## config.mk

```make
export PLATFORM = sky130hd
export DESIGN_NAME = arming_failsafe_throttle_gate_unit
export DESIGN_NICKNAME = d
export VERILOG_FILES = /design/src/design/afg_pkg.sv /design/src/design/afg_cfg.sv /design/src/design/afg_core.sv /design/src/design/arming_failsafe_throttle_gate_unit.sv
export SDC_FILE = /design/constraint.sdc
export NUM_CORES = 1
export LEC_CHECK = 0
export BUFFER_PORTS_ARGS = -buffer_cell sky130_fd_sc_hd__buf_2
export CAP_MARGIN = 40
export CORE_MARGIN = 2
export CORE_UTILIZATION = 30
export CTS_BUF_LIST = sky130_fd_sc_hd__clkbuf_4
export CTS_CLUSTER_SIZE = 40
export DETAILED_ROUTE_END_ITERATION = 12
export PLACE_DENSITY = 0.57
export SYNTH_ARGS = -nofsm -noshare
export SYNTH_HDL_FRONTEND = slang
export SYNTH_SLANG_ARGS = --single-unit
```

## constraint.sdc

```tcl
create_clock -name clk -period 10 [get_ports clk]
set_clock_uncertainty 0.1 [all_clocks]
set_input_delay 2 -clock clk [delete_from_list [all_inputs] [get_ports clk]]
set_output_delay 2 -clock clk [all_outputs]
set_load 0.005 [all_outputs]
```

## src/design/afg_pkg.sv

```systemverilog
// Shared types, constants and helpers for the arming / failsafe / throttle gate.
package afg_pkg;

    localparam int FRAC_BITS = 16;
    localparam int QW        = FRAC_BITS;
    localparam int TIME_W    = 32;
    localparam int CFG_W     = 16;
    localparam int CFG_IDX_W = 2;

    localparam int ONE_Q      = 1 << FRAC_BITS;
    localparam int MAX_Q      = ONE_Q - 1;
    localparam int DEAD_Q     = (ONE_Q * 5 + 99) / 100;
    localparam int OFF_Q      = (ONE_Q + 999) / 1000;
    localparam int GAIN_Q16   = 69221;
    localparam int GAIN_SHIFT = 16;
    localparam int GAIN_W     = 17;
    localparam int MUL_B_W    = (QW + 1 > GAIN_W) ? QW + 1 : GAIN_W;
    localparam int PROD_W     = QW + MUL_B_W;

    localparam logic [CFG_IDX_W-1:0] CFG_LOCK_MS = 2'd0;
    localparam logic [CFG_IDX_W-1:0] CFG_SAFETY  = 2'd1;
    localparam logic [CFG_IDX_W-1:0] CFG_IDLE    = 2'd2;

    localparam logic [CFG_W-1:0] LOCK_MS_RST = 16'd1000;
    localparam logic [CFG_W-1:0] SAFETY_RST  = 16'd6554;
    localparam logic [CFG_W-1:0] IDLE_RST    = 16'd66;

    localparam logic [1:0] MODE_TEST = 2'd0;
    localparam logic [1:0] MODE_OFF  = 2'd1;
    localparam logic [1:0] MODE_MIX  = 2'd2;

    typedef struct packed {
        logic [CFG_W-1:0] lock_ms;
        logic [CFG_W-1:0] safety;
        logic [CFG_W-1:0] idle;
    } cfg_t;

    typedef struct packed {
        logic [3:0]        aux_switches;
        logic              failsafe;
        logic              rx_bound;
        logic              usb_attached;
        logic              usb_motor_test;
        logic              turtle_active;
        logic              reverse_pending;
        logic              override_request;
        logic [TIME_W-1:0] time_ms;
        logic [QW-1:0]     stick_throttle;
        logic [QW-1:0]     curved_throttle;
    } item_t;

    typedef struct packed {
        logic          armed;
        logic          airborne;
        logic          grounded;
        logic          test_override;
        logic          override_active;
        logic [QW-1:0] throttle_out;
        logic [1:0]    motor_mode;
        logic          set_forward;
        logic          lockout;
        logic          throttle_guard;
        logic          arm_guard;
    } res_t;

    function automatic logic [QW-1:0] sat_q(input logic [QW:0] v);
        sat_q = v[QW] ? QW'(MAX_Q) : v[QW-1:0];
    endfunction

endpackage

```

## src/design/afg_cfg.sv

```systemverilog
// Configuration register file: failsafe lock time, safety and idle levels.
module afg_cfg (
    input  logic                           clk,
    input  logic                           rst_n,
    input  logic                           we,
    input  logic [afg_pkg::CFG_IDX_W-1:0]  index,
    input  logic [afg_pkg::CFG_W-1:0]      data,
    output afg_pkg::cfg_t                  cfg
);
    import afg_pkg::*;

    cfg_t cfg_reg;

    always_ff @(posedge clk or negedge rst_n)
    begin
        if (!rst_n)
        begin
            cfg_reg.lock_ms <= LOCK_MS_RST;
            cfg_reg.safety  <= SAFETY_RST;
            cfg_reg.idle    <= IDLE_RST;
        end
        else if (we)
        begin
            unique case (index)
                CFG_LOCK_MS: cfg_reg.lock_ms <= data;
                CFG_SAFETY:  cfg_reg.safety  <= data;
                CFG_IDLE:    cfg_reg.idle    <= data;
                default:     ;
            endcase
        end
    end

    assign cfg = cfg_reg;

endmodule

```

## src/design/afg_core.sv

```systemverilog
// Arming state, failsafe lockout and throttle computation for one tick.
module afg_core (
    input  logic           clk,
    input  logic           rst_n,
    input  logic           step,
    input  afg_pkg::cfg_t  cfg,
    input  afg_pkg::item_t item,
    output afg_pkg::res_t  res
);
    import afg_pkg::*;

    logic [TIME_W-1:0] fs_start_reg, fs_start_next;
    logic prearm_reg, prearm_next;
    logic arm_sw_reg, arm_sw_next;
    logic thr_guard_reg, thr_guard_next;
    logic arm_guard_reg, arm_guard_next;
    logic armed_reg, armed_next;
    logic air_reg, air_next;
    logic ground_reg, ground_next;
    logic test_reg, test_next;

    logic sw_arm, sw_prearm, sw_idle, sw_test;
    logic ovr, lock, fwd;
    logic [TIME_W-1:0] start_eff, elapsed;
    logic [QW-1:0] thr, curved;
    logic [QW-1:0] mul_a;
    logic [MUL_B_W-1:0] span, mul_b;
    logic [PROD_W-1:0] prod;
    logic [QW:0] gain_rnd, idle_sum;
    logic [QW-1:0] throttle;
    logic [1:0] mode;
    logic thr_over;

    assign sw_arm    = item.aux_switches[0];
    assign sw_prearm = item.aux_switches[1];
    assign sw_idle   = item.aux_switches[2];
    assign sw_test   = item.aux_switches[3];
    assign thr       = item.stick_throttle;
    assign curved    = item.curved_throttle;
    assign thr_over  = thr > cfg.safety;

    assign mul_a = sw_idle ? curved : QW'(curved - QW'(DEAD_Q));
    assign span  = MUL_B_W'(ONE_Q) - MUL_B_W'(cfg.idle);
    assign mul_b = sw_idle ? span : MUL_B_W'(GAIN_Q16);
    assign prod  = PROD_W'(mul_a) * PROD_W'(mul_b);

    assign gain_rnd = (QW+1)'((prod + PROD_W'(1 << (GAIN_SHIFT - 1))) >> GAIN_SHIFT);
    assign idle_sum = (QW+1)'(cfg.idle)
                    + (QW+1)'((prod + PROD_W'(1 << (FRAC_BITS - 1))) >> FRAC_BITS);

    assign start_eff = (fs_start_reg == '0) ? item.time_ms : fs_start_reg;
    assign elapsed   = item.time_ms - start_eff;

    always_comb
    begin
        test_next      = test_reg;
        ground_next    = ground_reg;
        ovr            = item.override_request;
        prearm_next    = prearm_reg;
        arm_sw_next    = arm_sw_reg;
        thr_guard_next = thr_guard_reg;
        arm_guard_next = arm_guard_reg;
        air_next       = air_reg;
        fwd            = 1'b0;
        lock           = 1'b0;
        throttle       = '0;
        mode           = MODE_MIX;

        if (item.usb_attached && item.usb_motor_test)
        begin
            ground_next = 1'b0;
            test_next   = 1'b1;
            ovr         = 1'b0;
        end
        else if (armed_reg && sw_test)
        begin
            test_next = 1'b1;
            ovr       = 1'b0;
        end
        else if (!item.turtle_active)
        begin
            test_next = 1'b0;
        end

        if (item.failsafe)
        begin
            fs_start_next = start_eff;
            lock          = elapsed > TIME_W'(cfg.lock_ms);
        end
        else
        begin
            fs_start_next = '0;
        end

        if (sw_arm && !lock)
        begin
            if (!prearm_reg && sw_prearm && !thr_over)
            begin
                arm_sw_next    = 1'b1;
                thr_guard_next = 1'b0;
                fwd            = !item.reverse_pending;
            end
            else if (!arm_sw_reg)
            begin
                if (thr_over)
                    thr_guard_next = 1'b1;
                else
                    arm_guard_next = 1'b1;
            end
            prearm_next = 1'b1;
        end
        else
        begin
            arm_sw_next    = 1'b0;
            prearm_next    = 1'b0;
            thr_guard_next = 1'b0;
            if (item.rx_bound)
                arm_guard_next = 1'b0;
        end

        armed_next = arm_sw_next && !thr_guard_next && !arm_guard_next;

        if (!armed_next)
        begin
            air_next = 1'b0;
        end
        else
        begin
            if (!sw_idle)
            begin
                if (thr < QW'(DEAD_Q) || curved <= QW'(DEAD_Q))
                    throttle = '0;
                else
                    throttle = sat_q(gain_rnd);
            end
            else if (ovr)
            begin
                throttle = thr;
            end
            else
            begin
                throttle = sat_q(idle_sum);
            end
            if (thr_over)
                air_next = 1'b1;
        end

        if (test_next)
        begin
            mode = MODE_TEST;
        end
        else if (!armed_next || item.failsafe || throttle < QW'(OFF_Q))
        begin
            ground_next = 1'b1;
            throttle    = '0;
            mode        = MODE_OFF;
        end
        else
        begin
            ground_next = 1'b0;
            mode        = MODE_MIX;
        end
    end

    always_ff @(posedge clk or negedge rst_n)
    begin
        if (!rst_n)
        begin
            fs_start_reg  <= '0;
            prearm_reg    <= 1'b0;
            arm_sw_reg    <= 1'b0;
            thr_guard_reg <= 1'b0;
            arm_guard_reg <= 1'b1;
            armed_reg     <= 1'b0;
            air_reg       <= 1'b0;
            ground_reg    <= 1'b1;
            test_reg      <= 1'b0;
        end
        else if (step)
        begin
            fs_start_reg  <= fs_start_next;
            prearm_reg    <= prearm_next;
            arm_sw_reg    <= arm_sw_next;
            thr_guard_reg <= thr_guard_next;
            arm_guard_reg <= arm_guard_next;
            armed_reg     <= armed_next;
            air_reg       <= air_next;
            ground_reg    <= ground_next;
            test_reg      <= test_next;
        end
    end

    always_comb
    begin
        res.armed           = armed_next;
        res.airborne        = air_next;
        res.grounded        = ground_next;
        res.test_override   = test_next;
        res.override_active = ovr;
        res.throttle_out    = throttle;
        res.motor_mode      = mode;
        res.set_forward     = fwd;
        res.lockout         = lock;
        res.throttle_guard  = thr_guard_next;
        res.arm_guard       = arm_guard_next;
    end

endmodule

```

## src/design/arming_failsafe_throttle_gate_unit.sv

```systemverilog
// Top level of the arming / failsafe / throttle gate: input and result registers.
//
// Usage:
//   Input channel (in_valid / in_stall) carries one control tick per transaction:
//   aux switches, link flags, millisecond time and raw and curved throttle.
//   Output channel (out_valid / out_stall) returns one result per tick: arming
//   flags, failsafe lockout, the mixer throttle in Q0.16 and the motor mode.
//   Configuration writes (cfg_valid / cfg_ready, cfg_index, cfg_data) set the
//   failsafe lock time, safety level and idle level; cfg_ready is always high.
//   Write configuration only while no tick is in flight.
// Timing:
//   A tick is registered on input, evaluated by flag logic and a single 16x17
//   multiply, and lands in the result register: out_valid rises once both the input
//   and the result register have taken it. One tick per cycle is sustained while out_stall is low.
// Reset:
//   rst_n clears both stages and restores the arming state (disarmed, on
//   ground, arming guard raised) and the configuration defaults.
// Stall:
//   While out_stall holds a result, one further tick is still taken into the
//   input register; then in_stall rises until the result is taken.
module arming_failsafe_throttle_gate_unit (
    input  logic                          clk,
    input  logic                          rst_n,
    input  logic                          in_valid,
    output logic                          in_stall,
    input  logic [3:0]                    aux_switches,
    input  logic                          failsafe,
    input  logic                          rx_bound,
    input  logic                          usb_attached,
    input  logic                          usb_motor_test,
    input  logic                          turtle_active,
    input  logic                          reverse_pending,
    input  logic                          override_request,
    input  logic [afg_pkg::TIME_W-1:0]    time_ms,
    input  logic [afg_pkg::QW-1:0]        stick_throttle,
    input  logic [afg_pkg::QW-1:0]        curved_throttle,
    output logic                          out_valid,
    input  logic                          out_stall,
    output logic                          armed,
    output logic                          airborne,
    output logic                          grounded,
    output logic                          test_override,
    output logic                          override_active,
    output logic [afg_pkg::QW-1:0]        throttle_out,
    output logic [1:0]                    motor_mode,
    output logic                          set_forward,
    output logic                          lockout,
    output logic                          throttle_guard,
    output logic                          arm_guard,
    input  logic                          cfg_valid,
    output logic                          cfg_ready,
    input  logic [afg_pkg::CFG_IDX_W-1:0] cfg_index,
    input  logic [afg_pkg::CFG_W-1:0]     cfg_data
);
    import afg_pkg::*;

    cfg_t  cfg;
    item_t item_reg;
    item_t item_in;
    res_t  res_next;
    res_t  res_reg;
    logic  in_vld_reg;
    logic  out_vld_reg;
    logic  out_free;
    logic  step;
    logic  in_take;

    assign cfg_ready = 1'b1;

    afg_cfg u_cfg (
        .clk   (clk),
        .rst_n (rst_n),
        .we    (cfg_valid && cfg_ready),
        .index (cfg_index),
        .data  (cfg_data),
        .cfg   (cfg)
    );

    afg_core u_core (
        .clk   (clk),
        .rst_n (rst_n),
        .step  (step),
        .cfg   (cfg),
        .item  (item_reg),
        .res   (res_next)
    );

    assign out_free = !out_vld_reg || !out_stall;
    assign step     = in_vld_reg && out_free;
    assign in_stall = in_vld_reg && !out_free;
    assign in_take  = in_valid && !in_stall;

    always_comb
    begin
        item_in.aux_switches     = aux_switches;
        item_in.failsafe         = failsafe;
        item_in.rx_bound         = rx_bound;
        item_in.usb_attached     = usb_attached;
        item_in.usb_motor_test   = usb_motor_test;
        item_in.turtle_active    = turtle_active;
        item_in.reverse_pending  = reverse_pending;
        item_in.override_request = override_request;
        item_in.time_ms          = time_ms;
        item_in.stick_throttle   = stick_throttle;
        item_in.curved_throttle  = curved_throttle;
    end

    always_ff @(posedge clk or negedge rst_n)
    begin
        if (!rst_n)
        begin
            in_vld_reg  <= 1'b0;
            out_vld_reg <= 1'b0;
        end
        else
        begin
            if (in_take)
                in_vld_reg <= 1'b1;
            else if (step)
                in_vld_reg <= 1'b0;
            if (step)
                out_vld_reg <= 1'b1;
            else if (!out_stall)
                out_vld_reg <= 1'b0;
        end
    end

    always_ff @(posedge clk)
    begin
        if (in_take)
            item_reg <= item_in;
        if (step)
            res_reg <= res_next;
    end

    assign out_valid       = out_vld_reg;
    assign armed           = res_reg.armed;
    assign airborne        = res_reg.airborne;
    assign grounded        = res_reg.grounded;
    assign test_override   = res_reg.test_override;
    assign override_active = res_reg.override_active;
    assign throttle_out    = res_reg.throttle_out;
    assign motor_mode      = res_reg.motor_mode;
    assign set_forward     = res_reg.set_forward;
    assign lockout         = res_reg.lockout;
    assign throttle_guard  = res_reg.throttle_guard;
    assign arm_guard       = res_reg.arm_guard;

    a_off_zero: assert property (@(posedge clk) disable iff (!rst_n)
        out_valid && motor_mode == MODE_OFF |-> throttle_out == '0)
        else $error("motors off with nonzero throttle");

    a_armed_clear: assert property (@(posedge clk) disable iff (!rst_n)
        out_valid && armed |-> !arm_guard && !throttle_guard)
        else $error("armed while a safety flag is raised");

    a_air_armed: assert property (@(posedge clk) disable iff (!rst_n)
        out_valid && airborne |-> armed)
        else $error("airborne while disarmed");

    a_take_held: assert property (@(posedge clk) disable iff (!rst_n)
        in_valid && !in_stall |=> in_vld_reg)
        else $error("accepted transaction not held in input register");

endmodule
```

==> results.yml, run 1 <==
run_status:
  status: "finished, violations left"
  violations: "setup timing"
clocking:
  root_buffer: "clkbuf_4"
  path_clk_slew_ns: 0.23
  cts.sink_count: 192
  cts_max_level: 4
  clockBufferDepth: 2
  numCtsBuffers: 17
  clk_latency_ns: 0.74
  cts_tree: "yes"
global_route:
  antenna_found_initial: 2
  globalRouteTotalUtil_pct: 19.44
  grt_max_degree: 59
  grt-ovfl-total: 0
  grt_pass1_vias: 18864
  grt_pass1_wl_um: 106300
setup_path:
  startpoint_type: "flip-flop"
  crit_family: "adder cells"
  critPathSlowestCell: "fa_1"
  r2r_setup_slack_ns: -0.36
  critPathBufInv: 11
  arrival_ns: 10.90
  cp_common_cell: "fa_1"
  worst-path-max-fanout: 5
  crit_path_end_kind: "flip-flop"
  crit_type: "reg -> reg"
  required_ns: 10.54
  slowest_delay_ns: 0.55
placed_design:
  io_buffers: 126
  dp_hpwl_um: 55550
  placed_cell_area_mm2: 0.02460
  gp_congestion: 0.9248
final_layout:
  syn_to_final_growth_pct: 28.43
  final_common_cell: "buf_4"
  most-common-layout-cells: "buf_4, inv_1, nand2_1"
  fillerInstances: 6755
  largest_reg_flops: 75
  drive_gt1_share_pct: 29.32
  design_area_mm2: 0.02655
  num-nets-final: 3165
yosys:
  ys_ff_latch: 192
  ys.flop_type: "edfxtp_1"
  syn_inst: 2230
  synth_edf_count: 102
  synthDistinctLibCells: 90
  syn_area_mm2: 0.02067
  ys_async_sr_fraction_pct: 46.88
  seq_area_frac_synth_pct: 25.82
  synth.yosys.warnings: 0
  avgSynthCellArea_um2: 9.269
  syn_nets: 2734
timing:
  tightest_slew_ns: 0.8957
  max_freq_ghz: 0.09656
  setup_viol: 12
  final-hold-violation-count: 0
  max_slew_margin_pct: 40.14
  final.setup.worst_slack_ns: -0.3562
  fin_crit_sh_pct: 103.6
  period_minus_slack_ns: 10.36
  slew_violations: 0
  rsz0062_at_grt: "true"
floorplan:
  die_h_um: 266.5
  start_util_pct: 30.24
  rows: 96
  coreArea_mm2: 0.06835
  die_w_um: 266.5
  die_area_mm2: 0.07101
  num_io_pins: 128
drt:
  vias: 17898
  final_antenna_net_count: 0
  via_per_inst: 5.032
  firstDrtPassIters: 7
  drt_iter0_drc: 1128
  wl_um: 67760
  drc: 0
  wire_per_inst_um: 19.05
run:
  drv_cap: 0
worst_hold_path:
  hp-class: "reg -> reg"
-- final cells by class --
class                   count  area [um2]  area share (%)
clock buffers              17       127.6          0.4808
multi-input cells        1647       15040           56.65
flip-flops and latches    192        5336           20.10
well taps                 882        1104           4.157
clock inverters            15       190.2          0.7164
diodes                      1       2.502        0.009427
inverters                 321        1205           4.539
repair buffers            482        3542           13.34
-- cells in the mapped netlist, drive strengths merged (24+ instances only) --
cell	number	area (um2)
xor2	41	359.1
nor2	155	581.8
edfxtp	102	3063
nand2	291	1092
mux2	36	405.4
o21ai	110	550.5
inv	320	1201
xnor2	48	420.4
and3	43	269.0
a21oi	130	650.6
nand3	24	120.1
clkbuf	64	241.5
nor3	26	130.1
ha	197	2465
dfrtp	73	1827
and2	39	244.0
fa	209	4184
-- tightest hold or removal path: cells and delay by family, from the launching register on --
kind | cells | cell delay [ns]
DFF | 1 | 0.38
and+or+nand+nor | 1 | 0.05
AOI/OAI and AO/OA | 1 | 0.06
-- timing repair --
action | in CTS | in global routing
pin swaps | 93 | 113
buffers inserted | 33 | 30
hold buffers | 0 | 0
gates resized for setup | 116 | 129
setup endpoints to repair | 20 | 20
cloned | 2 | 0
-- final timing paths --
kind                                 startpoint                 to  cells after the start
worst max-delay path               u_cfg.cfg[4]  u_core.ground_reg                     45
worst min-delay path            u_core.test_reg    u_core.test_reg                      2
worst max register to register     u_cfg.cfg[4]  u_core.ground_reg                     45
worst min register to register  u_core.test_reg    u_core.test_reg                      2
max in group asynchronous                 rst_n      u_cfg.cfg[17]                      3
min in group asynchronous                 rst_n  u_core.arm_sw_reg                      1
-- metrics by stage --
stage,worst slack [ns],utilization (%),cells,hold WS [ns],TNS [ns]
floorplan,-0.01417,-,2230,0.3497,-0.01417
detailed placement,-0.9774,35.99,3466,0.3711,-13.94
global placement,-0.8720,35.84,3459,0.3704,-12.12
finish,-0.3562,38.84,3557,0.4060,-3.636
global route,-0.6959,38.84,3557,0.4592,-8.914
CTS,-0.4916,37.69,3530,0.4096,-5.375
-- routing by layer --
metal	wire length (um)	vias up	global-route usage, %
li1	-	8389	-
met1	29270	8859	25.60
met2	32270	544	32.42
met3	4108	106	3.635
met4	2109	0	5.709
met5	0	-	0
-- kinds of logic (layout without fill, tap and decap cells) --
family,Yosys count,after routing,synth area share (%)
AO/OA/AOI/OAI,422,423,13.27
XOR/XNOR,89,89,3.771
adder cells (fa/ha/maj),406,406,32.17
buffers and inverters,392,835,7.167
flip-flops,192,192,25.82
multiplexers,42,42,2.252
other,1,2,0.01814
AND/OR/NAND/NOR,686,686,15.53
Power of run 1 is not shown: default switching activity piles up to over one toggle a cycle in this logic, so the estimate is an artifact.
==> run 2, diff against run 1 <==
--- a/config.mk
+++ b/config.mk
@@ -12,7 +12,7 @@
 export CTS_BUF_LIST = sky130_fd_sc_hd__clkbuf_4
 export CTS_CLUSTER_SIZE = 40
 export DETAILED_ROUTE_END_ITERATION = 12
-export PLACE_DENSITY = 0.57
+export PLACE_DENSITY = 0.55
 export SYNTH_ARGS = -nofsm -noshare
 export SYNTH_HDL_FRONTEND = slang
 export SYNTH_SLANG_ARGS = --single-unit
==> constraint.sdc (replaced) <==
create_clock -name clk -period 11.6 [get_ports clk]
set_clock_uncertainty 0.1 [all_clocks]
set_input_delay 2.32 -clock clk [delete_from_list [all_inputs] [get_ports clk]]
set_output_delay 2.32 -clock clk [all_outputs]
set_load 0.005 [all_outputs]
==> results.yml, run 2 (synthesized netlist as in run 1, its figures left out) <==
run_status:
  status: "completed"
floorplan:
  die_w_um: 266.5
  coreArea_mm2: 0.06835
  die_h_um: 266.5
  die_area_mm2: 0.07101
  rows: 96
  num_io_pins: 128
  start_util_pct: 30.24
global_route:
  grt-ovfl-total: 0
  grt_pass1_wl_um: 100800
  antenna_found_initial: 2
  globalRouteTotalUtil_pct: 18.45
  grt_pass1_vias: 17598
  grt_max_degree: 52
timing:
  holdWs_ns: 0.4266
  max_freq_ghz: 0.09005
  period_minus_slack_ns: 11.10
  setup_viol: 0
  final-hold-violation-count: 0
  slew_violations: 0
  max_slew_margin_pct: 43.87
  fin_crit_sh_pct: 95.73
  tightest_slew_ns: 0.8395
setup_path:
  regToRegEndpoint: "u_core.ground_reg"
  startpoint_type: "flip-flop"
  reg2regPathDepth: 43
  slowest_delay_ns: 0.56
  crit_type: "reg -> reg"
  critPathSlowestCell: "fa_1"
  worst-path-max-fanout: 10
  arrival_ns: 11.65
  r2r_start: "u_cfg.cfg[4]"
  crit_family: "adder cells"
  critPathBufInv: 10
  required_ns: 12.14
  r2r_setup_slack_ns: 0.50
  cp_common_cell: "fa_1"
  crit_path_end_kind: "flip-flop"
worst_hold_path:
  hold_start: "u_core.prearm_reg"
  hold_path_depth: 2
  min_to: "u_core.prearm_reg"
  hp-class: "reg -> reg"
placed_design:
  dp.cells: 3276
  dp_hpwl_um: 52590
  gp_congestion: 0.9756
  io_buffers: 126
clocking:
  numCtsBuffers: 17
  cts_tree: "yes"
  root_buffer: "clkbuf_4"
  clk_latency_ns: 0.77
  clockBufferDepth: 2
  cts_max_level: 4
  path_clk_slew_ns: 0.24
  cts.sink_count: 192
  cts_hold_buf: 0
drt:
  final_antenna_net_count: 0
  firstDrtPassIters: 5
  wl_um: 63680
  drc: 0
  vias: 16861
  drt_iter0_drc: 1243
  wire_per_inst_um: 19.21
  via_per_inst: 5.086
final_layout:
  final_common_cell: "inv_1"
  fillerInstances: 6955
  final_cells: 3315
  syn_to_final_growth_pct: 13.76
  final-seq-area_mm2: 0.005338
  largest_reg_flops: 75
  drive_gt1_share_pct: 15.47
  most-common-layout-cells: "inv_1, nand2_1, fa_1"
  multi_input_area_mm2: 0.01397
  num-nets-final: 2921
run:
  drv_cap: 0
run 2: layout make-up:
cell class                 count  share of cell area, %
tap                          882                  4.693
inverter                     321                  5.124
sequential                   192                  22.70
multi-input combinational   1646                  59.41
antenna                        3                0.03193
clock buffer                  17                 0.5428
clock inverter                15                 0.9312
timing repair buffer         239                  6.566
run 2: per-layer routing:
metal,track usage (%),wire length [um],up-vias
met1,24.78,28270,8323
met5,0,13,-
li1,-,-,7889
met3,3.478,3933,103
met2,29.93,29560,544
met4,5.937,1912,2
run 2: what timing repair did:
action | CTS | global route
gates resized for setup | 2 | 24
pin swaps | 1 | 3
setup buffers | 1 | 2
endpoints found under the setup margin | 9 | 18
cloned | 0 | 0
run 2: how the worst max path moves through the flow:
stage,slack [ns],endpoint,start,cells past startpoint
after global placement,0.16,motor_mode[0],u_cfg.cfg[2],40
after floorplan,0.95,motor_mode[0],u_cfg.cfg[2],41
after CTS,0.07,grounded,u_cfg.cfg[2],41
after global routing,-0.04,u_core.ground_reg,item_reg[0],39
final,0.50,u_core.ground_reg,u_cfg.cfg[4],43
after detailed placement,0.03,u_core.ground_reg,u_cfg.cfg[2],42
run 2: metrics by stage:
stage	setup TNS, ns	util [%]	setup WS [ns]	area (um2)
3_5_place_dp	0	33.67	0.03211	23010
4_1_cts	0	34.21	0.07408	23380
5_1_grt	-0.04119	34.40	-0.04082	23510
3_3_place_gp	0	33.54	0.1579	22930
2_1_floorplan	0	-	0.9541	20670
6_report	0	34.40	0.4952	23510
run 2: worst register-to-register path: cells and delay by family, from the launching register on:
family                   cells  cell delay (ns)
AO/OA/AOI/OAI               12             2.49
XOR/XNOR                     2             0.38
adder cells (fa/ha/maj)      8             3.88
buffers and inverters       10             1.18
flip-flops                   1             0.48
AND/OR/NAND/NOR             11             2.48
Power of run 2 is left out for the same reason.
